`src/hdl/rrc_ram.sv`:
```
`default_nettype none
module rrc_ram #(
    parameter int WIDTH = 8,
    parameter int DEPTH = 256
) (
    input  wire logic                     i_clk,
    input  wire logic                     i_we,
    input  wire logic [$clog2(DEPTH)-1:0] i_waddr,
    input  wire logic [WIDTH-1:0]         i_wdata,
    input  wire logic                     i_re,
    input  wire logic [$clog2(DEPTH)-1:0] i_raddr,
    output logic      [WIDTH-1:0]         o_rdata
);

    logic [WIDTH-1:0] r_mem [DEPTH];
    logic [WIDTH-1:0] r_rdata;

    always_ff @(posedge i_clk) begin
        if (i_we) begin
            r_mem[i_waddr] <= i_wdata;
        end
        if (i_re) begin
            r_rdata <= r_mem[i_raddr];
        end
    end

    assign o_rdata = r_rdata;

endmodule
`default_nettype wire

```
`config.mk`:
```
export PLATFORM = sky130hd
export DESIGN_NAME = rrc_ram
export DESIGN_NICKNAME = d
export VERILOG_FILES = /design/src/hdl/rrc_ram.sv
export SDC_FILE = /design/constraint.sdc
export NUM_CORES = 2
export LEC_CHECK = 0
export BUFFER_PORTS_ARGS = -buffer_cell sky130_fd_sc_hd__buf_2
export CAP_MARGIN = 20
export CORE_MARGIN = 10
export CORE_UTILIZATION = 61
export CTS_CLUSTER_SIZE = 20
export DETAILED_ROUTE_END_ITERATION = 10
export PLACE_DENSITY = 0.74
export SYNTH_ARGS = -nofsm -noshare
export SYNTH_HDL_FRONTEND = slang
export SYNTH_SLANG_ARGS = --single-unit
```
`constraint.sdc`:
```
create_clock -name i_clk -period 3.4 [get_ports i_clk]
set_input_delay 0.68 -clock i_clk [delete_from_list [all_inputs] [get_ports i_clk]]
set_output_delay 0.68 -clock i_clk [all_outputs]
set_load 0.02 [all_outputs]
```
==> run_results.csv <==
group,metric,value,unit
critical_path,timing.rr.start,"r_mem[80][6]$_DFFE_PP_",
floorplanning,chipWidth,381.3,um
pwr,p_sw,11.12,mW
layout,layout_commonest_cell,"edfxtp_1",
sta,fmax,318.2,MHz
critical_path,rr_worst_depth,6,
pwr,p_per_area,571.1,mW/mm^2
pwr,p_sw_share,21.12,%
yosys,synth_seq_area_share,77.53,%
floorplanning,die_area,0.1454,mm^2
critical_path,rr_endpoint,"o_rdata[6]$_DFFE_PP_",
global_routing,use_met1,36.83,%
layout,fin_nets,4337,
yosys,synth_area_per_cell,21.33,um^2
route,wire_per_inst,31.65,um
layout,layout_common_cells,"edfxtp_1 (2056), buf_4 (519), mux4_2 (454)",
layout,postLayoutCellArea,0.09223,mm^2
route,first_pass_iters,5,
yosys,synthCells,3733,
yosys,synth_area_leaders,"edfxtp_1 (78%), mux4_2 (13%), mux2i_1 (1.7%), nor2_1 (1.3%), a22oi_1 (1.3%)",
place,gp_congestion,0.8617,
global_routing,grt_max_degree,109,
min_path,hold_start,"i_re",
clock_network,clk_latency,0.82,ns
yosys,syn_area,0.07964,mm^2
floorplanning,num_rows,132,
route,drc,0,
clock_network,postCtsResizedCells,0,
yosys,ys_async_sr_fraction,0,%
yosys,synth-edff-count,2056,
min_path,min_path_cells,1,
place,numPortBuffers,34,
floorplanning,boundaryPins,35,
sta,hold_viol,0,
global_routing,gr-total-overflow,0,
critical_path,ff2ff_setup_slack,0.39,ns
pwr,seqPwrFrac,53.1,%
yosys,ys.flop_type,"edfxtp_1",
sta,fin_crit_sh,92.43,%
yosys,synth_cell_types,54,
min_path,hold_class,"input port to register",
global_routing,grt_usage,26.88,%
global_routing,grt_pass1_wl,286.5,mm
place,placed_area,0.08576,mm^2
global_routing,antenna_found_initial,9,
pwr,p_leak,29.84,nW
layout,drive_gt1_share,30.73,%
pwr,power,52.67,mW
clock_network,cts_buffers,196,
min_path,holdPathEnd,"o_rdata[7]$_DFFE_PP_",
sta,clock_skew,0.02466,ns
pwr,vdd_ir_drop_max,0.0006367,V
pwr,combPwrFrac,5.2,%
floorplanning,fp.dieH,381.3,um
global_routing,gr-usage-met3,5.296,%
critical_path,crit_path_max_fanout,33,
sta,rsz0062_at_grt,"false",
sta,slew_viol_final,0,
run_status,status,"complete, no violations",
clock_network,cts.path.max_buffers,3,
route,antenna_left,0,
sta,setup_violations,0,
global_routing,grt_use_met2,43.29,%
sta,worst_slew_pin_slew,1.165,ns
yosys,netlist.area_leader.share,77.53,%
route,drt_iter0_drc,5711,
critical_path,cp_data_arrival_time,3.69,ns
route,viasPerCell,6.682,
floorplanning,start_util,61.42,%
clock_network,postCtsSetupBuffers,0,
clock_network,clock-sinks,2056,
global_routing,grt_most_used_layer,"met2",
global_routing,grt_pass1_vias,41640,
yosys,synth_nets,3760,
pwr,p_clk_share,41.6,%
route,drt_wl_total,197.0,mm
yosys,synth_top_area_cell,"edfxtp_1",
clock_network,clkTransAtPathRegs,0.06,ns
place,dpl.hpwl,122.7,mm
sta,fin_crit,3.143,ns
layout,areaGrowthSynthToFinish,15.82,%
clock_network,cts_tree,"built",
critical_path,worst_setup_path_start_kind,"input port",
sta,relSlewSlack,21.74,%
critical_path,critPathKind,"input port to register",
floorplanning,fp.coreArea,0.1296,mm^2
clock_network,htreeDepth,4,
route,vias,41580,
yosys,yosys_warnings,0,
flow_run,max_cap_viol_count,0,
clock_network,cts_root_buffer,"clkbuf_16",
critical_path,required,3.94,ns
critical_path,cp-end-kind,"register",
pwr,p_int,41.55,mW
yosys,ys_seq_elements,2056,
clock_network,cts_hold_buf,0,
==> power groups by stage <==
stage,clock network (mW),logic (mW),registers [mW]
after global placement,0,2.67,28.5
after global routing,23.1,2.89,28.0
final,21.9,2.76,28.0
after CTS,22.1,2.75,28.0
after detailed placement,0,2.73,28.5
after floorplan,0,1.36,28.5
==> metrics by stage <==
step | TNS (ns) | util [%] | hold WS (ns) | setup WS, ns | instances
global placement | -2.696 | 66.14 | 0.9527 | -0.7240 | 5853
finish | 0 | 71.14 | 0.3001 | 0.2575 | 6223
CTS | 0 | 71.13 | 0.2505 | 0.3054 | 6219
global route | 0 | 71.13 | 0.2553 | 0.2126 | 6219
floorplan | 0 | - | 0.7789 | 0.6439 | 3733
detailed placement | -2.231 | 66.14 | 1.006 | -0.5200 | 5854
==> synth_stat cells, drive strengths merged, types with 2 or more instances <==
master   instances
edfxtp        2056
mux4           456
nor2           282
mux2i          134
a22oi          133
buf            122
clkbuf         111
a21oi           96
o221ai          47
nand3           34
nand2           33
nor2b           31
o22ai           28
nor4            27
nor3            22
a211oi          16
a221oi          14
o21ai           12
nand4           10
o211ai          10
a22o             8
nand2b           8
and2             6
a2111oi          5
o22a             5
o32ai            5
or2              4
a311oi           2
a31oi            2
and3b            2
nand3b           2
==> worst max path at each step <==
stage / start / endpoint / slack [ns]
2_1_floorplan: i_raddr[0] / o_rdata[2]$_DFFE_PP_ / 0.64
3_3_place_gp: i_raddr[0] / o_rdata[0]$_DFFE_PP_ / -0.72
3_5_place_dp: i_raddr[0] / o_rdata[1]$_DFFE_PP_ / -0.52
4_1_cts: i_raddr[0] / o_rdata[1]$_DFFE_PP_ / 0.31
5_1_grt: i_raddr[1] / o_rdata[1]$_DFFE_PP_ / 0.21
6_report: i_raddr[1] / o_rdata[1]$_DFFE_PP_ / 0.26
==> per-layer routing <==
| layer | part of all wire [%] | routed length [um] |
|---|---|---|
| met1 | 37 | 72640 |
| met2 | 49 | 97020 |
| met3 | 10 | 19830 |
| met4 | 3.8 | 7454 |
| met5 | 0.012 | 23 |
==> worst max-delay path, cell delays in order <==
cell,delay (ns)
buf_8,0.21
buf_4,0.33
nor4b_1,0.72
buf_4,0.23
a21oi_1,0.07
o211ai_1,0.18
a21oi_1,0.23
nor4_1,0.62
buf_4,0.28
nor4_1,0.08
==> layout make-up <==
type	instances	area [um^2]
clock buffers	227	5021
flip-flops and latches	2056	61740
diodes	4	10.01
inverters	2	7.507
well taps	1742	2180
fillers	7458	37420
clock inverters	138	1445
repair buffers	612	5354
multi-input cells	1442	16480
==> kinds of logic after synthesis <==
kind of cell,after synthesis,share of synthesized area [%]
muxes,591,14.60
DFF,2056,77.53
and+or+nand+nor,466,2.625
buffers and inverters,235,1.829
AOI/OAI and AO/OA,385,3.416
==> state kept, by name (all words and copies together) (netlist names) <==
signal / cells
r_mem: 2048
o_rdata: 8
(Power assumes the default switching activity.)
