<file path="config.mk">
export PLATFORM = sky130hd
export DESIGN_NAME = rrc_ctrl
export DESIGN_NICKNAME = d
export VERILOG_FILES = /design/src/hdl/rrc_pkg.sv /design/src/hdl/rrc_ctrl.sv
export SDC_FILE = /design/constraint.sdc
export NUM_CORES = 1
export LEC_CHECK = 0
export ABC_AREA = 1
export BUFFER_PORTS_ARGS = -buffer_cell sky130_fd_sc_hd__buf_2
export CORE_AREA = 2 2 39 41
export CTS_CLUSTER_DIAMETER = 60
export DETAILED_ROUTE_END_ITERATION = 8
export DIE_AREA = 0 0 41 43
export SYNTH_ARGS = -nofsm -noshare
export SYNTH_HDL_FRONTEND = slang
export SYNTH_SLANG_ARGS = --single-unit
</file>
<file path="constraint.sdc">
create_clock -name i_clk -period 1.3 [get_ports i_clk]
set_input_delay 0.065 -clock i_clk [delete_from_list [all_inputs] [get_ports i_clk]]
set_output_delay 0.065 -clock i_clk [all_outputs]
set_load 0.01 [all_outputs]
</file>
<file path="src/hdl/rrc_pkg.sv">
`default_nettype none
package rrc_pkg;

    localparam int MAX_COLUMNS   = 512;
    localparam int MAX_ROWS      = 512;
    localparam int FRACTION_BITS = 8;
    localparam int ONE           = 1 << FRACTION_BITS;

    localparam int COORD_W = 24;
    localparam int T_W     = COORD_W + 2;
    localparam int BIG_W   = COORD_W - FRACTION_BITS;
    localparam int CFG_W   = 10;
    localparam int CHAR_W  = 8;
    localparam int COL_W   = $clog2(MAX_COLUMNS);
    localparam int ROW_W   = $clog2(MAX_ROWS);
    localparam int ADDR_W  = ROW_W + COL_W;
    localparam int DEPTH   = MAX_ROWS * MAX_COLUMNS;

    localparam logic [1:0] ACT_CLEAR = 2'd0;
    localparam logic [1:0] ACT_DRAW  = 2'd1;
    localparam logic [1:0] ACT_READ  = 2'd2;

    localparam logic [1:0] ST_OK      = 2'd0;
    localparam logic [1:0] ST_BAD     = 2'd1;
    localparam logic [1:0] ST_OUTSIDE = 2'd2;

    localparam logic [1:0] CFG_COLS = 2'd0;
    localparam logic [1:0] CFG_ROWS = 2'd1;
    localparam logic [1:0] CFG_BG   = 2'd2;

    typedef struct packed {
        logic [1:0]                action;
        logic                      outline_only;
        logic signed [COORD_W-1:0] left_edge;
        logic signed [COORD_W-1:0] top_edge;
        logic signed [COORD_W-1:0] rect_width;
        logic signed [COORD_W-1:0] rect_height;
        logic [CHAR_W-1:0]         paint_char;
        logic [8:0]                read_row;
        logic [8:0]                read_column;
    } t_in;

    typedef struct packed {
        logic [1:0]        status;
        logic [CHAR_W-1:0] pixel_char;
    } t_out;

    typedef struct packed {
        logic latch;
        logic prep1;
        logic prep2;
        logic step;
        logic rd;
        logic out_load;
    } t_dp_cmd;

    typedef struct packed {
        logic skip;
        logic last;
    } t_dp_sts;

    function automatic logic [CFG_W-1:0] clamp_size(input logic [CFG_W-1:0] v,
                                                    input logic [CFG_W-1:0] maxv);
        logic [CFG_W-1:0] res;
        if (v == '0) begin
            res = CFG_W'(1);
        end else if (v > maxv) begin
            res = maxv;
        end else begin
            res = v;
        end
        return res;
    endfunction

endpackage
`default_nettype wire

</file>
<file path="src/hdl/rrc_ctrl.sv">
`default_nettype none
module rrc_ctrl (
    input  wire logic             i_clk,
    input  wire logic             i_rst_n,
    input  wire logic             i_in_valid,
    output logic                  o_in_stall,
    input  wire logic [1:0]       i_action,
    output logic                  o_out_valid,
    input  wire logic             i_out_stall,
    output rrc_pkg::t_dp_cmd      o_cmd,
    input  wire rrc_pkg::t_dp_sts i_sts
);

    localparam logic [2:0] S_IDLE  = 3'd0;
    localparam logic [2:0] S_PREP1 = 3'd1;
    localparam logic [2:0] S_PREP2 = 3'd2;
    localparam logic [2:0] S_RUN   = 3'd3;
    localparam logic [2:0] S_READ  = 3'd4;
    localparam logic [2:0] S_DONE  = 3'd5;

    logic [2:0] r_state, n_state;
    logic       r_out_valid, n_out_valid;
    logic       accept;
    logic       slot_free;

    assign accept    = i_in_valid && (r_state == S_IDLE);
    assign slot_free = !r_out_valid || !i_out_stall;

    always_comb begin
        n_state = r_state;
        o_cmd   = '0;
        unique case (r_state)
            S_IDLE: begin
                if (accept) begin
                    o_cmd.latch = 1'b1;
                    if (i_action == rrc_pkg::ACT_CLEAR || i_action == rrc_pkg::ACT_DRAW) begin
                        n_state = S_PREP1;
                    end else if (i_action == rrc_pkg::ACT_READ) begin
                        n_state = S_READ;
                    end else begin
                        n_state = S_DONE;
                    end
                end
            end
            S_PREP1: begin
                o_cmd.prep1 = 1'b1;
                n_state     = S_PREP2;
            end
            S_PREP2: begin
                o_cmd.prep2 = 1'b1;
                n_state     = S_RUN;
            end
            S_RUN: begin
                if (i_sts.skip) begin
                    n_state = S_DONE;
                end else begin
                    o_cmd.step = 1'b1;
                    if (i_sts.last) begin
                        n_state = S_DONE;
                    end
                end
            end
            S_READ: begin
                o_cmd.rd = 1'b1;
                n_state  = S_DONE;
            end
            S_DONE: begin
                if (slot_free) begin
                    o_cmd.out_load = 1'b1;
                    n_state        = S_IDLE;
                end
            end
            default: begin
                n_state = S_IDLE;
            end
        endcase
    end

    always_comb begin
        n_out_valid = r_out_valid;
        if (o_cmd.out_load) begin
            n_out_valid = 1'b1;
        end else if (!i_out_stall) begin
            n_out_valid = 1'b0;
        end
    end

    always_ff @(posedge i_clk) begin
        if (!i_rst_n) begin
            r_state     <= S_IDLE;
            r_out_valid <= 1'b0;
        end else begin
            r_state     <= n_state;
            r_out_valid <= n_out_valid;
        end
    end

    assign o_in_stall  = (r_state != S_IDLE);
    assign o_out_valid = r_out_valid;

endmodule
`default_nettype wire

</file>
==> results of run 1 <==
## critical path: cells and delay by family, from the launching register on
| kind | cells | cell delay [ps] |
|---|---|---|
| AND/OR/NAND/NOR | 3 | 270 |
| flip-flops | 1 | 390 |
| buffers and inverters | 2 | 200 |
## power groups by stage
stage                     logic, mW  clock network (mW)  registers [mW]
after CTS                     0.423               0.176           0.220
after global routing          0.481               0.178           0.231
after detailed placement      0.422                   0           0.222
after global placement        0.420                   0           0.222
final                         0.418               0.171           0.223
after floorplan               0.302                   0           0.215
## kinds of logic (layout without fill, tap and decap cells)
kind of cell / Yosys count / after routing
simple gates: 28 / 28
compound gates: 4 / 4
flops: 4 / 4
buf+inv: 10 / 27
## worst paths after layout
kind	endpoint	slack, ps	cells after the start
max	o_cmd[0]	120	5
min	r_state[2]$_SDFFE_PN0P_	40	3
max reg2reg	r_state[2]$_SDFFE_PN0P_	260	7
min reg2reg	o_out_valid$_SDFFE_PN0P_	480	2
## final cells by class
class                   instances  area [um^2]
clock buffers                   3         22.5
repair buffers                 15         75.1
multi-input cells              32          158
fillers                       176          995
well taps                      16         20.0
inverters                       9         33.8
flip-flops and latches          4         80.1
## routing by layer
metal,vias up,share of wire,global-route usage
li1,174,-,-
met1,141,0.37,0.0772
met2,6,0.52,0.138
met3,3,0.067,0.0471
met4,0,0.044,0.0800
met5,-,0,0
## cell usage after synthesis (all sizes together)
cell type	instances	area, um^2
o21bai	1	7.51
nor2	11	48.8
nand3b	1	7.51
nor3	1	5.00
nand3	3	25.0
inv	9	33.8
dfxtp	4	80.1
nand2	12	45.0
buf	1	7.51
o21ai	1	5.00
a31oi	1	6.26
a21oi	1	5.00
## sequential cells by signal, indices dropped and copies added, names as in the netlist
name and flops:
r_state 3, o_out_valid 1
## stage by stage
stage / hold slack [ps] / instances / area (um^2) / setup slack (ps) / utilization
2_1_floorplan: 178 / 46 / 277 / 351 / -
3_3_place_gp: 302 / 76 / 364 / 269 / 0.263
3_5_place_dp: 306 / 76 / 364 / 235 / 0.263
4_1_cts: 42.2 / 79 / 387 / 71.2 / 0.279
5_1_grt: 63.9 / 79 / 389 / 20.4 / 0.281
6_report: 43.7 / 79 / 389 / 117 / 0.281
==> flow_summary.toml, run 1 <==
[final_layout]
synthToLayoutAreaGrowth_pct = 40.7
layout.nets = 73
num_antenna_cells = 0
final_common_cell = "buf_2"
layout-drive-gt1-share = 0.397
mostFrequentLayoutCells = "buf_2, nand2_1, inv_1"

[timing]
min_period_ps = 1180
rsz0062_at_grt = "false"
drv_slew = 0
finClkSkew_ps = 2.68
fin_crit_sh = 0.910
fin_setup_tns_ps = 0
setup_viol = 0
worst_slew_pin_slew_ps = 194
clock.fmax_ghz = 0.845
slew-limit-headroom = 0.870
finalHoldViolCount = 0

[global_routing]
track_usage = 0.0894
grt_pass1_vias = 294
grt_max_degree = 8
overflow = 0
grt_first_pass_wirelength_um = 1000
antenna_found_initial = 0

[synth]
ys.warnings.count = 0
synth.distinct_cells = 15
synth.ff_latch_count = 4
synth_adder_area_share = 0
syn_area_um2 = 277
synth_xor_area_frac = 0
synth_compound_area_frac = 0.0860
synth_top_family_by_area = "simple AND/OR/NAND/NOR gates"
synth.mux.area_fraction = 0
syn-num-nets = 54
avgSynthCellArea_um2 = 6.01
synth.yosys.seq_area_share = 0.290
yosys.area_share.simple = 0.475
syn_inst = 46

[placement]
place.gp.congestion = 0.751
post-dp-hpwl_um = 516
port_buffers = 15

[clock_network]
clk_pin_slew_ps = 40
insertion_delay_ps = 250
clockBufferDepth = 2
postCtsSetupRepairBufs = 0
tritoncts = "yes"
ctsResizeCount = 0
numCtsBuffers = 3
root_buffer = "clkbuf_4"
htree_levels = 1
cts.sinks = 4
hold_buffers = 0

[run_status]
status = "completed"

[floorplan]
die_y_um = 43
core_um2 = 1380
die_w_um = 41
start_util = 0.200
rows = 14
ios = 16
die-area_um2 = 1760

[worst_setup_path]
r2r-start = "r_state[1]$_SDFFE_PN0P_"
startpoint = "r_state[0]$_SDFFE_PN0P_"
cp_slowest_cell = "dfxtp_1"
worstPathArrival_ps = 1120
cp-start-kind = "register"
cp_slowest_stage_delay_ps = 390
crit_type = "register to primary output"
cp-end-kind = "primary output"
crit_fanout = 5
path_cells = "inv_1, nor2_2, nand2_1, nor2_1, buf_2"
worstPathRequired_ps = 1240

[power]
p_switching_uw = 374
switching_share = 0.461
power_frac_seq = 0.275
p_leak_nw = 0.237
power.internal_uw = 438
peakVddDrop_mv = 0.519
pwr-share-comb = 0.515
clkPwrFrac = 0.211
powerDensity_nw_per_um2 = 2090
power_uw = 812

[drt]
wl_um = 631
drcViolationCount = 0
avgViaCountPerCell = 4.10
final_antenna_net_count = 0
drtPass1Iterations = 4
drt_iter0_drc = 4
vias = 324
wl_per_cell_um = 7.99

[worst_hold_path]
hp-start = "i_rst_n"
min_path_type = "input pin to register"

[flow_run]
cap_violations = 0
Power figures use the tool's default switching activity.
==> run 2, diff against run 1 <==
--- a/config.mk
+++ b/config.mk
@@ -11,6 +11,7 @@
 export CTS_CLUSTER_DIAMETER = 60
 export DETAILED_ROUTE_END_ITERATION = 8
 export DIE_AREA = 0 0 41 43
+export SETUP_SLACK_MARGIN = 0.2
 export SYNTH_ARGS = -nofsm -noshare
 export SYNTH_HDL_FRONTEND = slang
 export SYNTH_SLANG_ARGS = --single-unit
==> flow_summary.toml, run 2 (synthesis gave the netlist of run 1 again) <==
[run_status]
status = "completed"

[timing]
min_period_ps = 1150
finalHoldViolCount = 0
rsz0062_at_grt = "true"
worst_slew_pin_slew_ps = 144
setup_viol = 0
clock.fmax_ghz = 0.872
finClkSkew_ps = 3.64
slew-limit-headroom = 0.903
hold_ws_ps = 34.8
drv_slew = 0
fin_ws_ps = 154
fin_setup_tns_ps = 0
fin_crit_sh = 0.882

[worst_setup_path]
cp-start-kind = "register"
crit_type = "register to primary output"
worstPathRequired_ps = 1240
crit_fanout = 5
worstPathArrival_ps = 1080
cp-end-kind = "primary output"

[global_routing]
grt_first_pass_wirelength_um = 1000
overflow = 0
grt_max_degree = 8
grt_pass1_vias = 296
track_usage = 0.0894
antenna_found_initial = 0

[clock_network]
numCtsBuffers = 3
hold_buffers = 0
tritoncts = "yes"
htree_levels = 1
clockBufferDepth = 2
root_buffer = "clkbuf_4"
cts.sinks = 4
clk_pin_slew_ps = 40
insertion_delay_ps = 250

[floorplan]
ios = 16
die_y_um = 43
rows = 14
die-area_um2 = 1760
die_w_um = 41
start_util = 0.200
core_um2 = 1380

[final_layout]
final_common_cell = "buf_2"
mostFrequentLayoutCells = "buf_2, nand2_1, inv_1"
layout.nets = 73
n_fill_cell = 167
largest_reg_flops = 3
num_antenna_cells = 0
synthToLayoutAreaGrowth_pct = 52.0
postLayoutCellArea_um2 = 420
postLayoutCoreUtil = 0.304
largest-register = "r_state"
fin_cells = 79
layout-drive-gt1-share = 0.492

[power]
clkPwrFrac = 0.189
powerDensity_nw_per_um2 = 2140
pwr-share-comb = 0.502
switching_share = 0.455
power.internal_uw = 490
p_leak_nw = 0.240
p_switching_uw = 409
power_uw = 899
peakVddDrop_mv = 0.607
power_frac_seq = 0.309

[placement]
place_area_um2 = 364
preCtsSetupSlack_ps = 235
dp.cells = 76
post-dp-hpwl_um = 516
port_buffers = 15
place.gp.congestion = 0.751

[drt]
wl_um = 630
drcViolationCount = 0
drtPass1Iterations = 2
drt_iter0_drc = 9
avgViaCountPerCell = 4.13
final_antenna_net_count = 0
vias = 326
wl_per_cell_um = 7.97

[flow_run]
cap_violations = 0

[worst_hold_path]
min_path_type = "input pin to register"
==> run 2: changes by cell type in the layout (fill, tap and decap cells not counted) <==
cell,before,now
nor2_4,0,2
dfxtp_4,0,3
nand2_1,12,11
inv_1,8,7
nor2_1,7,6
dfxtp_1,4,1
nand2_2,0,1
inv_6,0,1
nor2_2,4,3
==> run 2: path summary, 6_finish.rpt <==
kind,start,to,slack [ps],cells past startpoint
setup / recovery,r_state[0]$_SDFFE_PN0P_,o_cmd[0],150,5
hold / removal,i_rst_n,r_state[2]$_SDFFE_PN0P_,30,3
setup reg to reg,r_state[1]$_SDFFE_PN0P_,r_state[2]$_SDFFE_PN0P_,330,7
hold reg to reg,o_out_valid$_SDFFE_PN0P_,o_out_valid$_SDFFE_PN0P_,480,2
==> run 2: worst max-delay path: stages, from the launching register on <==
cell and delay (ps):
dfxtp_4 380, inv_2 50, nor2_4 110, nand2_1 70, nor2_1 90, buf_2 130
==> run 2: timing repair <==
| action | CTS | global route |
|---|---|---|
| resized for setup | 8 | 6 |
| gates cloned | 0 | 0 |
| setup buffers | 0 | 0 |
| pin swaps | 0 | 3 |
| setup endpoints to repair | 7 | 7 |
==> run 2: final cells by class <==
type / count / area, um^2 / share of cell area
multi-input combinational: 32 / 173 / 0.411
sequential: 4 / 91.3 / 0.217
timing repair buffer: 15 / 75.1 / 0.179
inverter: 9 / 38.8 / 0.0923
clock buffer: 3 / 22.5 / 0.0536
tap: 16 / 20.0 / 0.0476
==> run 2: layer usage <==
| metal | vias to the layer above | track usage | part of all wire |
|---|---|---|---|
| li1 | 173 | - | - |
| met1 | 144 | 0.0772 | 0.36 |
| met2 | 6 | 0.138 | 0.52 |
| met3 | 3 | 0.0471 | 0.067 |
| met4 | 0 | 0.0800 | 0.046 |
| met5 | - | 0 | 0 |
==> run 2: power groups by stage <==
stage / registers (mW) / logic (mW) / clock network [mW]
detailed placement: 0.222 / 0.422 / 0
CTS: 0.250 / 0.434 / 0.175
global route: 0.287 / 0.516 / 0.178
finish: 0.278 / 0.451 / 0.170
floorplan: 0.215 / 0.302 / 0
global placement: 0.222 / 0.420 / 0
==> run 3, diff against run 2 <==
--- a/config.mk
+++ b/config.mk
@@ -11,6 +11,7 @@
 export CTS_CLUSTER_DIAMETER = 60
 export DETAILED_ROUTE_END_ITERATION = 8
 export DIE_AREA = 0 0 41 43
+export RECOVER_POWER = 25
 export SETUP_SLACK_MARGIN = 0.2
 export SYNTH_ARGS = -nofsm -noshare
 export SYNTH_HDL_FRONTEND = slang
==> flow_summary.toml, run 3 (synthesis gave the netlist of run 1 again) <==
[power]
peakVddDrop_mv = 0.588
p_leak_nw = 0.236
powerDensity_nw_per_um2 = 2140

[run_status]
status = "completed"

[global_routing]
grt_first_pass_wirelength_um = 1000
grt_max_degree = 8
antenna_found_initial = 0
track_usage = 0.0894
overflow = 0
grt_pass1_vias = 296

[drt]
wl_per_cell_um = 8.00
drcViolationCount = 0
wl_um = 632
final_antenna_net_count = 0
avgViaCountPerCell = 4.13
drtPass1Iterations = 2
vias = 326
drt_iter0_drc = 9

[placement]
preCtsSetupSlack_ps = 235
port_buffers = 15
dp.cells = 76
post-dp-hpwl_um = 516
place.gp.congestion = 0.751

[clock_network]
insertion_delay_ps = 250
htree_levels = 1
hold_buffers = 0
numCtsBuffers = 3
root_buffer = "clkbuf_4"
clk_pin_slew_ps = 40
cts.sinks = 4
tritoncts = "yes"
clockBufferDepth = 2

[worst_setup_path]
crit_fanout = 5
r2r_slack_ps = 330
worstPathArrival_ps = 1080
cp-start-kind = "register"
worstPathRequired_ps = 1240
crit_type = "register to primary output"
cp-end-kind = "primary output"

[final_layout]
final_common_cell = "buf_2"
largest_reg_flops = 3
layout.nets = 73
synthToLayoutAreaGrowth_pct = 50.7
mostFrequentLayoutCells = "buf_2, nand2_1, inv_1, nor2_1"
n_fill_cell = 167
fin_cells = 79
layout-drive-gt1-share = 0.460
num_antenna_cells = 0
largest-register = "r_state"

[timing]
fin_crit_sh = 0.877
worst_slew_pin_slew_ps = 144
finClkSkew_ps = 3.64
finalHoldViolCount = 0
clock.fmax_ghz = 0.877
slew-limit-headroom = 0.903
fin_setup_tns_ps = 0
min_period_ps = 1140
fin_ws_ps = 159
rsz0062_at_grt = "true"
drv_slew = 0
setup_viol = 0

[floorplan]
die_y_um = 43
die-area_um2 = 1760
start_util = 0.200
ios = 16
die_w_um = 41
rows = 14
core_um2 = 1380

[flow_run]
cap_violations = 0

[worst_hold_path]
min_path_type = "input pin to register"
-- run 3: changes by cell type in the layout (fill, tap and decap cells not counted) --
| cell | before | now |
|---|---|---|
| clkbuf_1 | 0 | 1 |
| buf_2 | 15 | 14 |
| nor2_1 | 6 | 7 |
| nor2_2 | 3 | 2 |
-- run 3: power breakdown --
part	internal (mW)	switching [mW]
clock	0.104	0.0659
sequential	0.191	0.0845
combinational	0.191	0.255
total	0.487	0.406
-- run 3: per-layer routing --
layer	track usage	part of all wire
met5	0	0
met2	0.138	0.52
met4	0.0800	0.046
met1	0.0772	0.37
met3	0.0471	0.066
-- run 3: final timing paths --
path / start / to / cells past startpoint
max: r_state[0]$_SDFFE_PN0P_ / o_cmd[0] / 5
min: i_rst_n / r_state[2]$_SDFFE_PN0P_ / 3
max reg2reg: r_state[1]$_SDFFE_PN0P_ / r_state[2]$_SDFFE_PN0P_ / 7
min reg2reg: o_out_valid$_SDFFE_PN0P_ / o_out_valid$_SDFFE_PN0P_ / 2
-- run 3: final cells by class --
class	count	area, um^2	share of cell area
multi-input cells	32	170	0.408
well taps	16	20.0	0.0480
clock buffers	3	22.5	0.0541
flip-flops and latches	4	91.3	0.219
inverters	9	38.8	0.0931
repair buffers	15	73.8	0.177
-- run 3: critical path, cell delays in order (launching register included) --
cell	delay, ps
dfxtp_4	380
inv_2	50
nor2_4	110
nand2_1	70
nor2_1	90
buf_2	130
-- run 3: metrics by stage --
step	instance area, um^2	power (mW)	util	hold slack (ps)
after floorplan	277	0.517	-	178
after global placement	364	0.642	0.263	302
after detailed placement	364	0.644	0.263	306
after CTS	403	0.860	0.291	35.0
after global routing	417	0.974	0.301	55.2
final	417	0.893	0.301	34.8
-- run 3: what timing repair did --
item	4_1_cts	5_1_grt
pin swaps	0	3
buffers inserted	0	0
setup endpoints to repair	7	7
resized for setup	8	6
