$ cat config.mk
export PLATFORM = sky130hd
export DESIGN_NAME = rrc_dp
export DESIGN_NICKNAME = d
export VERILOG_FILES = /design/src/hdl/rrc_pkg.sv /design/src/hdl/rrc_dp.sv
export SDC_FILE = /design/constraint.sdc
export NUM_CORES = 1
export LEC_CHECK = 0
export BUFFER_PORTS_ARGS = -buffer_cell sky130_fd_sc_hd__buf_4
export CORE_ASPECT_RATIO = 0.6
export CORE_MARGIN = 2
export CORE_UTILIZATION = 54
export CTS_CLUSTER_SIZE = 8
export DETAILED_ROUTE_END_ITERATION = 10
export GPL_TIMING_DRIVEN = 0
export PLACE_DENSITY = 0.81
export SYNTH_ARGS = -nofsm -noshare
export SYNTH_HDL_FRONTEND = slang
export SYNTH_SLANG_ARGS = --single-unit
$ cat constraint.sdc
create_clock -name i_clk -period 4.9 [get_ports i_clk]
set_input_delay 0.49 -clock i_clk [delete_from_list [all_inputs] [get_ports i_clk]]
set_output_delay 0.49 -clock i_clk [all_outputs]
set_load 0.005 [all_outputs]
$ cat src/hdl/rrc_pkg.sv
`default_nettype none
package rrc_pkg;

    localparam int MAX_COLUMNS   = 512;
    localparam int MAX_ROWS      = 512;
    localparam int FRACTION_BITS = 8;
    localparam int ONE           = 1 << FRACTION_BITS;

    localparam int COORD_W = 24;
    localparam int T_W     = COORD_W + 2;
    localparam int BIG_W   = COORD_W - FRACTION_BITS;
    localparam int CFG_W   = 10;
    localparam int CHAR_W  = 8;
    localparam int COL_W   = $clog2(MAX_COLUMNS);
    localparam int ROW_W   = $clog2(MAX_ROWS);
    localparam int ADDR_W  = ROW_W + COL_W;
    localparam int DEPTH   = MAX_ROWS * MAX_COLUMNS;

    localparam logic [1:0] ACT_CLEAR = 2'd0;
    localparam logic [1:0] ACT_DRAW  = 2'd1;
    localparam logic [1:0] ACT_READ  = 2'd2;

    localparam logic [1:0] ST_OK      = 2'd0;
    localparam logic [1:0] ST_BAD     = 2'd1;
    localparam logic [1:0] ST_OUTSIDE = 2'd2;

    localparam logic [1:0] CFG_COLS = 2'd0;
    localparam logic [1:0] CFG_ROWS = 2'd1;
    localparam logic [1:0] CFG_BG   = 2'd2;

    typedef struct packed {
        logic [1:0]                action;
        logic                      outline_only;
        logic signed [COORD_W-1:0] left_edge;
        logic signed [COORD_W-1:0] top_edge;
        logic signed [COORD_W-1:0] rect_width;
        logic signed [COORD_W-1:0] rect_height;
        logic [CHAR_W-1:0]         paint_char;
        logic [8:0]                read_row;
        logic [8:0]                read_column;
    } t_in;

    typedef struct packed {
        logic [1:0]        status;
        logic [CHAR_W-1:0] pixel_char;
    } t_out;

    typedef struct packed {
        logic latch;
        logic prep1;
        logic prep2;
        logic step;
        logic rd;
        logic out_load;
    } t_dp_cmd;

    typedef struct packed {
        logic skip;
        logic last;
    } t_dp_sts;

    function automatic logic [CFG_W-1:0] clamp_size(input logic [CFG_W-1:0] v,
                                                    input logic [CFG_W-1:0] maxv);
        logic [CFG_W-1:0] res;
        if (v == '0) begin
            res = CFG_W'(1);
        end else if (v > maxv) begin
            res = maxv;
        end else begin
            res = v;
        end
        return res;
    endfunction

endpackage
`default_nettype wire

$ cat src/hdl/rrc_dp.sv
`default_nettype none
module rrc_dp (
    input  wire logic                               i_clk,
    input  wire logic                               i_rst_n,
    input  wire rrc_pkg::t_in                       i_in_data,
    output rrc_pkg::t_out                           o_out_data,
    input  wire logic                               i_cfg_we,
    input  wire logic [1:0]                         i_cfg_idx,
    input  wire logic [rrc_pkg::CFG_W-1:0]          i_cfg_data,
    input  wire rrc_pkg::t_dp_cmd                   i_cmd,
    output rrc_pkg::t_dp_sts                        o_sts,
    output logic                                    o_ram_we,
    output logic [rrc_pkg::ADDR_W-1:0]              o_ram_waddr,
    output logic [rrc_pkg::CHAR_W-1:0]              o_ram_wdata,
    output logic                                    o_ram_re,
    output logic [rrc_pkg::ADDR_W-1:0]              o_ram_raddr,
    input  wire logic [rrc_pkg::CHAR_W-1:0]         i_ram_rdata
);

    localparam logic signed [rrc_pkg::T_W-1:0] ONE_T = rrc_pkg::T_W'(rrc_pkg::ONE);

    // configuration
    logic [rrc_pkg::CFG_W-1:0]  r_cols_cfg, r_rows_cfg;
    logic [rrc_pkg::CHAR_W-1:0] r_bg;

    // latched item
    logic [1:0]                         r_act;
    logic                               r_outl;
    logic signed [rrc_pkg::COORD_W-1:0] r_left, r_top, r_w, r_h;
    logic [rrc_pkg::CHAR_W-1:0]         r_chr;
    logic [rrc_pkg::ROW_W-1:0]          r_rrow;
    logic [rrc_pkg::COL_W-1:0]          r_rcol;

    // setup
    logic signed [rrc_pkg::T_W-1:0] r_right, r_bottom;
    logic signed [rrc_pkg::T_W-1:0] r_left_up, r_top_up;
    logic signed [rrc_pkg::T_W-1:0] r_lim_l, r_lim_t, r_lim_r, r_lim_b;
    logic                           r_bad;
    logic                           r_skip;

    // scan
    logic [rrc_pkg::COL_W-1:0]  r_c0, r_c1, r_col;
    logic [rrc_pkg::ROW_W-1:0]  r_r1, r_row;
    logic [rrc_pkg::CHAR_W-1:0] r_wchar;

    rrc_pkg::t_out r_out;

    logic [rrc_pkg::CFG_W-1:0]  cols_eff, rows_eff;
    logic [rrc_pkg::COL_W-1:0]  cols_m1;
    logic [rrc_pkg::ROW_W-1:0]  rows_m1;
    logic [rrc_pkg::BIG_W-1:0]  c0_full, r0_full, c1_full, r1_full;
    logic [rrc_pkg::COL_W-1:0]  c1_clip;
    logic [rrc_pkg::ROW_W-1:0]  r1_clip;
    logic                       draw_skip;
    logic signed [rrc_pkg::T_W-1:0] s_left, s_top, s_w, s_h, x_pos, y_pos;
    logic                       hit;
    logic                       outside;

    assign cols_eff = rrc_pkg::clamp_size(r_cols_cfg, rrc_pkg::CFG_W'(rrc_pkg::MAX_COLUMNS));
    assign rows_eff = rrc_pkg::clamp_size(r_rows_cfg, rrc_pkg::CFG_W'(rrc_pkg::MAX_ROWS));
    assign cols_m1  = rrc_pkg::COL_W'(cols_eff - rrc_pkg::CFG_W'(1));
    assign rows_m1  = rrc_pkg::ROW_W'(rows_eff - rrc_pkg::CFG_W'(1));

    assign s_left = rrc_pkg::T_W'(r_left);
    assign s_top  = rrc_pkg::T_W'(r_top);
    assign s_w    = rrc_pkg::T_W'(r_w);
    assign s_h    = rrc_pkg::T_W'(r_h);

    always_comb begin
        c0_full = (r_left <= 0) ? '0 : r_left_up[rrc_pkg::COORD_W-1:rrc_pkg::FRACTION_BITS];
        r0_full = (r_top <= 0) ? '0 : r_top_up[rrc_pkg::COORD_W-1:rrc_pkg::FRACTION_BITS];
        c1_full = r_right[rrc_pkg::COORD_W-1:rrc_pkg::FRACTION_BITS];
        r1_full = r_bottom[rrc_pkg::COORD_W-1:rrc_pkg::FRACTION_BITS];
        c1_clip = (c1_full > rrc_pkg::BIG_W'(cols_m1)) ? cols_m1
                                                       : c1_full[rrc_pkg::COL_W-1:0];
        r1_clip = (r1_full > rrc_pkg::BIG_W'(rows_m1)) ? rows_m1
                                                       : r1_full[rrc_pkg::ROW_W-1:0];
        draw_skip = r_bad || (r_right < 0) || (r_bottom < 0)
                    || (c0_full > rrc_pkg::BIG_W'(c1_clip))
                    || (r0_full > rrc_pkg::BIG_W'(r1_clip));
    end

    assign x_pos = $signed(rrc_pkg::T_W'(r_col) << rrc_pkg::FRACTION_BITS);
    assign y_pos = $signed(rrc_pkg::T_W'(r_row) << rrc_pkg::FRACTION_BITS);
    assign hit   = !r_outl || (x_pos < r_lim_l) || (y_pos < r_lim_t)
                   || (x_pos > r_lim_r) || (y_pos > r_lim_b);

    assign outside = ({1'b0, r_rrow} >= rows_eff) || ({1'b0, r_rcol} >= cols_eff);

    always_ff @(posedge i_clk) begin
        if (!i_rst_n) begin
            r_cols_cfg <= rrc_pkg::CFG_W'(1);
            r_rows_cfg <= rrc_pkg::CFG_W'(1);
            r_bg       <= rrc_pkg::CHAR_W'(32);
        end else if (i_cfg_we) begin
            unique case (i_cfg_idx)
                rrc_pkg::CFG_COLS: r_cols_cfg <= i_cfg_data;
                rrc_pkg::CFG_ROWS: r_rows_cfg <= i_cfg_data;
                rrc_pkg::CFG_BG:   r_bg       <= i_cfg_data[rrc_pkg::CHAR_W-1:0];
                default: begin
                end
            endcase
        end
    end

    always_ff @(posedge i_clk) begin
        if (i_cmd.latch) begin
            r_act  <= i_in_data.action;
            r_outl <= i_in_data.outline_only && (i_in_data.action == rrc_pkg::ACT_DRAW);
            r_left <= i_in_data.left_edge;
            r_top  <= i_in_data.top_edge;
            r_w    <= i_in_data.rect_width;
            r_h    <= i_in_data.rect_height;
            r_chr  <= i_in_data.paint_char;
            r_rrow <= i_in_data.read_row;
            r_rcol <= i_in_data.read_column;
        end
        if (i_cmd.prep1) begin
            r_right   <= s_left + s_w;
            r_bottom  <= s_top + s_h;
            r_left_up <= s_left + ONE_T - rrc_pkg::T_W'(1);
            r_top_up  <= s_top + ONE_T - rrc_pkg::T_W'(1);
            r_lim_l   <= s_left + ONE_T;
            r_lim_t   <= s_top + ONE_T;
            r_bad     <= (r_w <= 0) || (r_h <= 0);
        end
        if (i_cmd.prep2) begin
            r_lim_r <= r_right - ONE_T;
            r_lim_b <= r_bottom - ONE_T;
            if (r_act == rrc_pkg::ACT_CLEAR) begin
                r_c0    <= '0;
                r_col   <= '0;
                r_row   <= '0;
                r_c1    <= cols_m1;
                r_r1    <= rows_m1;
                r_wchar <= r_bg;
                r_skip  <= 1'b0;
            end else begin
                r_c0    <= c0_full[rrc_pkg::COL_W-1:0];
                r_col   <= c0_full[rrc_pkg::COL_W-1:0];
                r_row   <= r0_full[rrc_pkg::ROW_W-1:0];
                r_c1    <= c1_clip;
                r_r1    <= r1_clip;
                r_wchar <= r_chr;
                r_skip  <= draw_skip;
            end
        end
        if (i_cmd.step) begin
            if (r_col == r_c1) begin
                r_col <= r_c0;
                r_row <= r_row + rrc_pkg::ROW_W'(1);
            end else begin
                r_col <= r_col + rrc_pkg::COL_W'(1);
            end
        end
        if (i_cmd.out_load) begin
            if (r_act == rrc_pkg::ACT_DRAW && r_bad) begin
                r_out.status     <= rrc_pkg::ST_BAD;
                r_out.pixel_char <= '0;
            end else if (r_act == rrc_pkg::ACT_READ && outside) begin
                r_out.status     <= rrc_pkg::ST_OUTSIDE;
                r_out.pixel_char <= '0;
            end else if (r_act == rrc_pkg::ACT_READ) begin
                r_out.status     <= rrc_pkg::ST_OK;
                r_out.pixel_char <= i_ram_rdata;
            end else begin
                r_out.status     <= rrc_pkg::ST_OK;
                r_out.pixel_char <= '0;
            end
        end
    end

    assign o_sts.skip = r_skip;
    assign o_sts.last = (r_col == r_c1) && (r_row == r_r1);

    assign o_ram_we    = i_cmd.step && hit;
    assign o_ram_waddr = {r_row, r_col};
    assign o_ram_wdata = r_wchar;
    assign o_ram_re    = i_cmd.rd;
    assign o_ram_raddr = {r_rrow, r_rcol};

    assign o_out_data = r_out;

endmodule
`default_nettype wire
==> results.md, run 1 <==
- The busiest metal layer after global routing is met2.
- Data on the critical path is required at its endpoint by 5.24 ns.
- The dominant cell type by area after synthesis is edfxtp_1.
- The routed via count divided by cell count is 5.902.
- Dividing total power by cell area gives a power density of 389.3 mW/mm^2.
- The tool flagged a number of max-cap violations equal to 0.
- Setup repair after global routing could not meet its margin everywhere.
- Once placement completed, the tool counted placed cells totaling 2444.
- The starting utilization of the core area is 0.5502.
- The tree is rooted in a clkbuf_16.
- The count of filler cells inserted in the layout is 2677.
- The most used flip-flop cell after synthesis is edfxtp_1.
- The detail route stage leaves a number of antenna-violating nets equal to 0.
- The max-slew violation count came to 0.
- Of the total synthesized cell area, the portion taken by full adders, half adders and majority gates is 0.08981.
- After global routing the overflow that remains totals 0.
- The number of buffers inserted during clock tree synthesis is 56.
- The endpoint type of the worst setup path is a flip-flop.
- The final reports fail on negative setup slack.
- Summed over all cells, the static leakage comes to 9.841 nW.
- The fmax is 196.7 MHz.
- In the synthesized netlist the async set-or-reset flop fraction comes to 0.
- The count of buffers added on input and output ports is 208.
- The met2 layer usage reported by global route is 0.3956.
- Row generation in the floorplan step produced 55 rows.
- The compound-gate portion of the synthesized area was 0.08085.
- Clock-pin slew was measured on the worst setup and hold paths at 0.05 ns.
- The total clock sinks is 402.
- Of the total synthesized cell area, the portion taken by XOR and XNOR cells is 0.06700.
- The final worst-path cycle share is 1.038.
- The global placer's final weighted congestion is 0.9362.
- After clock tree synthesis, the flow added hold-fix buffers numbering 0.
- CTS built an H-tree with a depth of 2.
- The combined area of all synthesized cells is 0.02078 mm^2.
- The worst setup path is launched from a flip-flop.
- The share of the Yosys chip area taken by registers is 0.5630.
- The library cell used most frequently in the layout, excluding fill and tap cells, is edfxtp_1.
- The total number of vias is 15000.
- The final count of negative-setup-slack endpoints is 1.
- The slew at the pin closest to its max-slew limit is about 1.2 ns.
- The overall die height is approximately 160 um.
- The first global-routing pass estimated 81190 um of wire.
- The number of design rule violations left after detail routing is 0.
- 212 I/O pins were placed.
- Data arrives at the worst endpoint at about 5.4 ns.
- Of the total synthesized cell area, the portion taken by AND, OR, NAND and NOR gates is 0.1339.
- In the global route stage, overall resource usage came out at 0.2617.
- The multiplexer share of the synthesized area is 0.03774.
- The number of enable flip-flop cells after synthesis is approximately 370.
- The worst slew margin relative to its limit is 0.1859.
- The iteration count of the initial detailed-routing pass is 6.
- The wire-length estimate of the detail-placed layout is a little under 40000 um.
- The final worst clock skew is between 0.04 and 0.05 ns.
- The synthesis warning total is 0.
- The largest net degree at the start of global routing is 93.
- Sorting the synthesized cells by area gives the leading types as edfxtp_1 53%, ha_1 8.8%, xnor2_1 4.2%.
- In the final layout, the share of cells above drive strength 1 is 0.1785.
- The post-layout utilization of the core is 0.6618.
- The type of the most critical hold path is in2reg.
- The worst setup slack before clock tree synthesis is -0.6449 ns.
- The core region area is 0.03778 mm^2.
- Leaving out fill and tap cells, the most frequent cells in the layout are 365 x edfxtp_1, 227 x buf_4, 142 x ha_1.
- The floorplan step set the die width to 257.3 um.
- The critical path is of the reg2reg type.
- The met3 layer usage reported by global route is 0.05214.
- Once layout is complete, the cells apart from fillers number roughly 2500.
- The flow ran to the end, but the final reports show violations.
- By area, the combinational part of the netlist is dominated by simple AND/OR/NAND/NOR gates.
- In the global route stage, met1 resource usage came out at 0.3879.
- The CTS tree is done.
- The number of antenna violations at the first check in global routing is 1.
- The die covers ~0.04 mm^2.
- For this block, the routed nets add up to between 50000 and 60000 um of wire.
- The post-layout minimum cycle time is around 5 ns.
- Relative to the synthesized area, the layout overhead comes to 20.29%.
- The smallest setup slack after layout is -0.1847 ns.
- The maximum fanout along the worst path is 7.
- The detailed router finished its first iteration with 1824 violations.
- The via count of the first global-routing pass is 14680.
- The clock reaches the later pin of the worst-skew pair after about 0.61 ns.
- The worst-case IR drop observed on VDD is between 0.2 and 0.3 mV.
- The routed wirelength normalized by instance count is 20.61 um.
- The number of nets in the synthesized netlist is just over 2000.
- The maximum number of buffers from clock root to sink is 3.
- Synthesis handed over a netlist of 1721 instances.
- The synthesized area per cell is around 12 um^2.
- After synthesis the netlist holds a flip-flop and latch count of 402.
- The count of endpoints failing hold in the final timing report is 0.
- For this run, the post-layout net count is 2310.
- The proportion of netlist area held by the largest area contributor is 0.5273.
- After synthesis, the netlist uses 69 different library cells.
==> timing repair <==
action / 4_1_cts / 5_1_grt
setup endpoints to repair: 1 / 1
hold endpoints to repair: 0 / 0
pin swaps: 25 / 3
setup buffers: 18 / 1
resized for setup: 32 / 1
==> area by class of cell <==
type / count / area, um^2 / share of cell area
clock buffer: 75 / 1504 / 0.06015
timing repair buffer: 229 / 1767 / 0.07066
multi-input combinational: 1173 / 8711 / 0.3484
inverter: 116 / 435.4 / 0.01742
antenna: 1 / 2.502 / 0.0001001
sequential: 402 / 11710 / 0.4682
clock inverter: 3 / 90.09 / 0.003603
tap: 513 / 641.9 / 0.02567
buffer: 30 / 143.9 / 0.005755
==> cells in the mapped netlist, types with 11 or more instances <==
| master | number |
|---|---|
| mux2_2 | 15 |
| nor3_1 | 47 |
| a21o_1 | 18 |
| nor2_1 | 87 |
| nand3_1 | 46 |
| inv_1 | 116 |
| o21a_1 | 20 |
| and3_1 | 26 |
| a211oi_1 | 19 |
| a21oi_1 | 83 |
| or4_1 | 12 |
| nor4_1 | 44 |
| nand4_1 | 25 |
| edfxtp_1 | 365 |
| ha_1 | 146 |
| clkbuf_1 | 24 |
| xor2_1 | 59 |
| mux2i_1 | 51 |
| nand2b_1 | 19 |
| o21ai_0 | 45 |
| nand2_1 | 121 |
| dfxtp_1 | 37 |
| xnor2_1 | 100 |
| or2_2 | 11 |
| nor2b_1 | 39 |
| and2_1 | 27 |
==> per-layer routing <==
metal / vias to the layer above / routed length (um)
met1: 7139 / 23350
li1: 6983 / -
met3: 102 / 5581
met4: 0 / 1085
met5: - / 0
met2: 779 / 22370
==> critical path, cell delays in order, from the launching register on <==
cell      delay [ns]
dfxtp_4         0.34
or3_4           0.39
or2_4           0.27
nor4_4          0.24
nor2b_4         0.21
o21ai_4         0.08
ha_4            0.22
a21oi_1         0.15
a21o_1          0.15
inv_1           0.05
ha_1            0.31
o41a_1          0.43
a41oi_2         0.23
o21a_1          0.17
buf_6           0.15
mux2i_2         0.23
ha_1            0.27
nor2b_1         0.13
o21ai_1         0.14
nand2b_1        0.08
a21oi_1         0.12
o21ai_1         0.09
nand3_1         0.09
a21oi_2         0.06
o31a_1          0.23
==> worst paths after layout <==
| kind | cells past startpoint | slack [ns] | endpoint | startpoint |
|---|---|---|---|---|
| worst max register to register | 24 | -0.18 | r_skip | r_cols_cfg[3] |
| worst min-delay path | 1 | 0.05 | r_top[18] | i_in_data[92] |
| worst max-delay path | 24 | -0.18 | r_skip | r_cols_cfg[3] |
| worst min register to register | 0 | 0.41 | r_lim_r[3] | r_right[3] |
==> per-stage QoR <==
step                area [um^2]  setup TNS (ns)  total power (W)  hold WS [ns]
floorplan                 20820               0         0.005412        0.4003
global placement          23020         -0.5743         0.006004        0.4006
detailed placement        23080         -0.6449         0.006101        0.4045
CTS                       24990        -0.08617         0.009741       0.03235
global route              25000         -0.4601          0.01011       0.04129
finish                    25000         -0.1847         0.009734       0.05097
==> flip-flops by register name (all words and copies together) (netlist names), 24 cells and up <==
signal / cells
r_lim_b: 26
r_h: 24
r_lim_t: 25
r_w: 24
r_lim_r: 26
r_right: 25
r_lim_l: 25
r_left: 24
r_bottom: 25
r_top: 24
==> where the power goes <==
part | switching [W] | leakage, nW | internal (W)
logic | 0.000887 | 5.17 | 0.000743
registers | 0.000336 | 3.90 | 0.00419
clock network | 0.00143 | 0.767 | 0.00216
total | 0.00265 | 9.84 | 0.00709
==> cells by family (layout without fill, tap and decap cells) <==
logic type / after synthesis / count (layout)
flip-flops: 402 / 402
buffers and inverters: 146 / 453
adder cells (fa/ha/maj): 148 / 148
multiplexers: 73 / 73
AO/OA/AOI/OAI: 258 / 258
AND/OR/NAND/NOR: 535 / 535
XOR/XNOR: 159 / 159
other: 0 / 1
No activity file was read; power rests on OpenSTA's default activity.
==> inputs of run 2 (changes only) <==
--- a/config.mk
+++ b/config.mk
@@ -13,6 +13,7 @@
 export DETAILED_ROUTE_END_ITERATION = 10
 export GPL_TIMING_DRIVEN = 0
 export PLACE_DENSITY = 0.81
+export SKIP_CTS_REPAIR_TIMING = 1
 export SYNTH_ARGS = -nofsm -noshare
 export SYNTH_HDL_FRONTEND = slang
 export SYNTH_SLANG_ARGS = --single-unit
==> results.md, run 2 (synthesis gave the netlist of run 1 again) <==
- The type of the most critical hold path is in2reg.
- The slew at the pin closest to its max-slew limit was 1.223 ns (+0.001891 ns).
- The I/O pin count was 212 (unchanged).
- The signal arrival time at the worst endpoint was 5.55 ns (+0.12 ns).
- The post-layout minimum cycle time is 5.207 ns (+0.1219 ns).
- The number of design rule violations left after detail routing is 0 (unchanged).
- The busiest metal layer after global routing is met2.
- The number of standard cells in the final layout excluding fillers is 2542 (unchanged).
- The worst slew margin relative to its limit came to 0.1847 (-0.001261).
- The count of input and output buffers came to 208 (unchanged).
- Setup repair after global routing could not meet its margin everywhere.
- The endpoint type of the worst setup path is a flip-flop.
- The number of design-rule violations left by the first detailed-router iteration is 1815 (-0.49%).
- The total global routing track utilization came to 0.2588 (-0.002893).
- The count of endpoints failing hold in the final timing report is 0 (unchanged).
- The clock-pin slew of the registers on the worst-case setup and hold paths is 0.05 ns (about the same).
- The starting utilization of the core area is 0.5502 (unchanged).
- The final count of negative-setup-slack endpoints came to 1 (unchanged).
- The path depth of the worst reg2reg path came to 24 (unchanged).
- The share of final-layout standard cells stronger than drive strength 1 is 0.1790 (+0.0004931).
- The max capacitance violation total was 0 (unchanged).
- The iteration count of the initial detailed-routing pass came to 6 (unchanged).
- The worst setup slack before clock tree synthesis is -0.6449 ns (unchanged).
- The final reports fail on negative setup slack.
- The number of nets with antenna violations after detailed routing is 0 (unchanged).
- The global placer's final weighted congestion came to 0.9362 (unchanged).
- The fmax was 192.1 MHz (-2.3%).
- The largest net degree at the start of global routing is 93 (unchanged).
- The width of the die is 257.3 um (unchanged).
- The CTS tree is done.
- The via count of the first global-routing pass is 14510 (-1.2%).
- The overall die height is 156.0 um (unchanged).
- The number of antenna violations at the first check in global routing is 1 (unchanged).
- The max-slew violation count is 0 (unchanged).
- The total clock sinks is 402 (unchanged).
- The clock root buffer is clkbuf_16.
- The total detailed-routing wirelength is 52520 um (+0.26%).
- The number of buffers inserted during clock tree synthesis came to 56 (unchanged).
- The final worst clock skew came to 0.04407 ns (-0.005517 ns).
- The worst hold path begins at i_in_data[92].
- The total number of vias is 15020 (+0.13%).
- The latest clock arrival within the worst-skew pair is 0.61 ns (about the same).
- In the layout the commonest cells are 365 x edfxtp_1, 226 x buf_4, 142 x ha_1.
- The layout overhead on the synthesized area is 20.35% (about the same).
- The met3 layer usage reported by global route was 0.05149 (-0.0006498).
- Leaving out fill and tap cells, the most frequent cell in the layout is edfxtp_1.
- The total number of placement rows came to 55 (unchanged).
- The routed wirelength normalized by instance count is 20.66 um (+0.26%).
- The critical path data required time is 5.24 ns (about the same).
- The hold-critical path depth is 1 (unchanged).
- The run finished, with violations left.
- The met2 layer usage reported by global route was 0.3883 (-0.007316).
- The final HPWL from detailed placement is 38660 um (unchanged).
- The placed instance count is 2444 (unchanged).
- The worst setup path is launched from a flip-flop.
- The power per cell area is 389.6 mW/mm^2 (about the same).
- The number of nets at the end of the flow was 2310 (unchanged).
- The start point of the critical path is r_cols_cfg[3].
- The met1 demand-to-capacity share in global routing is 0.3865 (-0.001352).
- The routed via count divided by cell count is 5.910 (+0.13%).
- The largest registers in the layout are r_lim_b: 26 flops, r_lim_r: 26 flops.
- The largest voltage drop on the vdd net came to 0.2742 mV (+0.88%).
- The overflow left after global routing was 0 (unchanged).
- The sum of internal, switching and leakage power came to 0.009745 W (+0.10%).
- The worst setup path is of the reg2reg kind.
- The leakage dissipation is 9.838 nW (about the same).
- The maximum number of buffers from clock root to sink is 3 (unchanged).
- The final worst-path cycle share came to 1.063 (+0.02487).
- The core region area came to 0.03778 mm^2 (unchanged).
- The floorplan die area is 0.04013 mm^2 (unchanged).
- The CTS H-tree depth came to 2 (unchanged).
- The wire length of the first global-routing pass is 80290 um (-1.1%).
- The smallest setup slack after layout is -0.3065 ns (-0.1219 ns).
- The startpoint of the worst register-to-register path is r_cols_cfg[3].
- The maximum fanout along the worst path is 7 (unchanged).
run 2: worst max-delay path: stages (launching register included):
cell	delay [ns]
dfxtp_4	0.35
or3_4	0.39
or2_4	0.29
nor4_4	0.27
nor2b_4	0.22
o21ai_4	0.08
ha_4	0.32
ha_4	0.19
nor2b_1	0.13
o211a_1	0.25
a2111oi_4	0.26
o311ai_2	0.18
a41oi_2	0.25
o21a_1	0.17
buf_6	0.15
mux2i_2	0.23
ha_1	0.28
nor2b_4	0.14
o21ai_1	0.13
nand2b_1	0.09
a21oi_2	0.11
o21ai_1	0.08
nand3_1	0.10
a21oi_2	0.06
o31a_1	0.23
run 2: per-stage QoR:
| step | util | TNS (ns) | hold slack [ns] | cell area [um^2] |
|---|---|---|---|---|
| final | 0.6621 | -0.3065 | 0.05558 | 25010 |
| after global routing | 0.6620 | -0.5526 | 0.04129 | 25010 |
| after CTS | 0.6532 | -0.6962 | 0.03235 | 24680 |
| after detailed placement | 0.6110 | -0.6449 | 0.4045 | 23080 |
| after global placement | 0.6094 | -0.5743 | 0.4006 | 23020 |
| after floorplan | - | 0 | 0.4003 | 20820 |
run 2: where the power goes:
group,internal (W),switching (W)
Sequential,0.00419,0.000336
Clock,0.00216,0.00142
Combinational,0.000748,0.000893
Total,0.00709,0.00265
run 2: layout make-up:
class / instances / area [um^2]
fillers: 2683 / 12770
flip-flops and latches: 402 / 11710
multi-input cells: 1174 / 8731
repair buffers: 228 / 1759
clock buffers: 75 / 1504
well taps: 513 / 641.9
inverters: 116 / 435.4
plain buffers: 30 / 143.9
clock inverters: 3 / 90.09
diodes: 1 / 2.502
run 2: final timing paths:
path,endpoint,slack (ns)
setup / recovery,r_skip,-0.31
hold / removal,r_top[18],0.06
setup reg to reg,r_skip,-0.31
hold reg to reg,r_lim_r[3],0.41
run 2: layer usage:
| layer | wire, um | share of wire |
|---|---|---|
| met1 | 23360 | 0.44 |
| met5 | 0 | 0 |
| met2 | 22570 | 0.43 |
| met3 | 5597 | 0.11 |
| met4 | 996 | 0.019 |
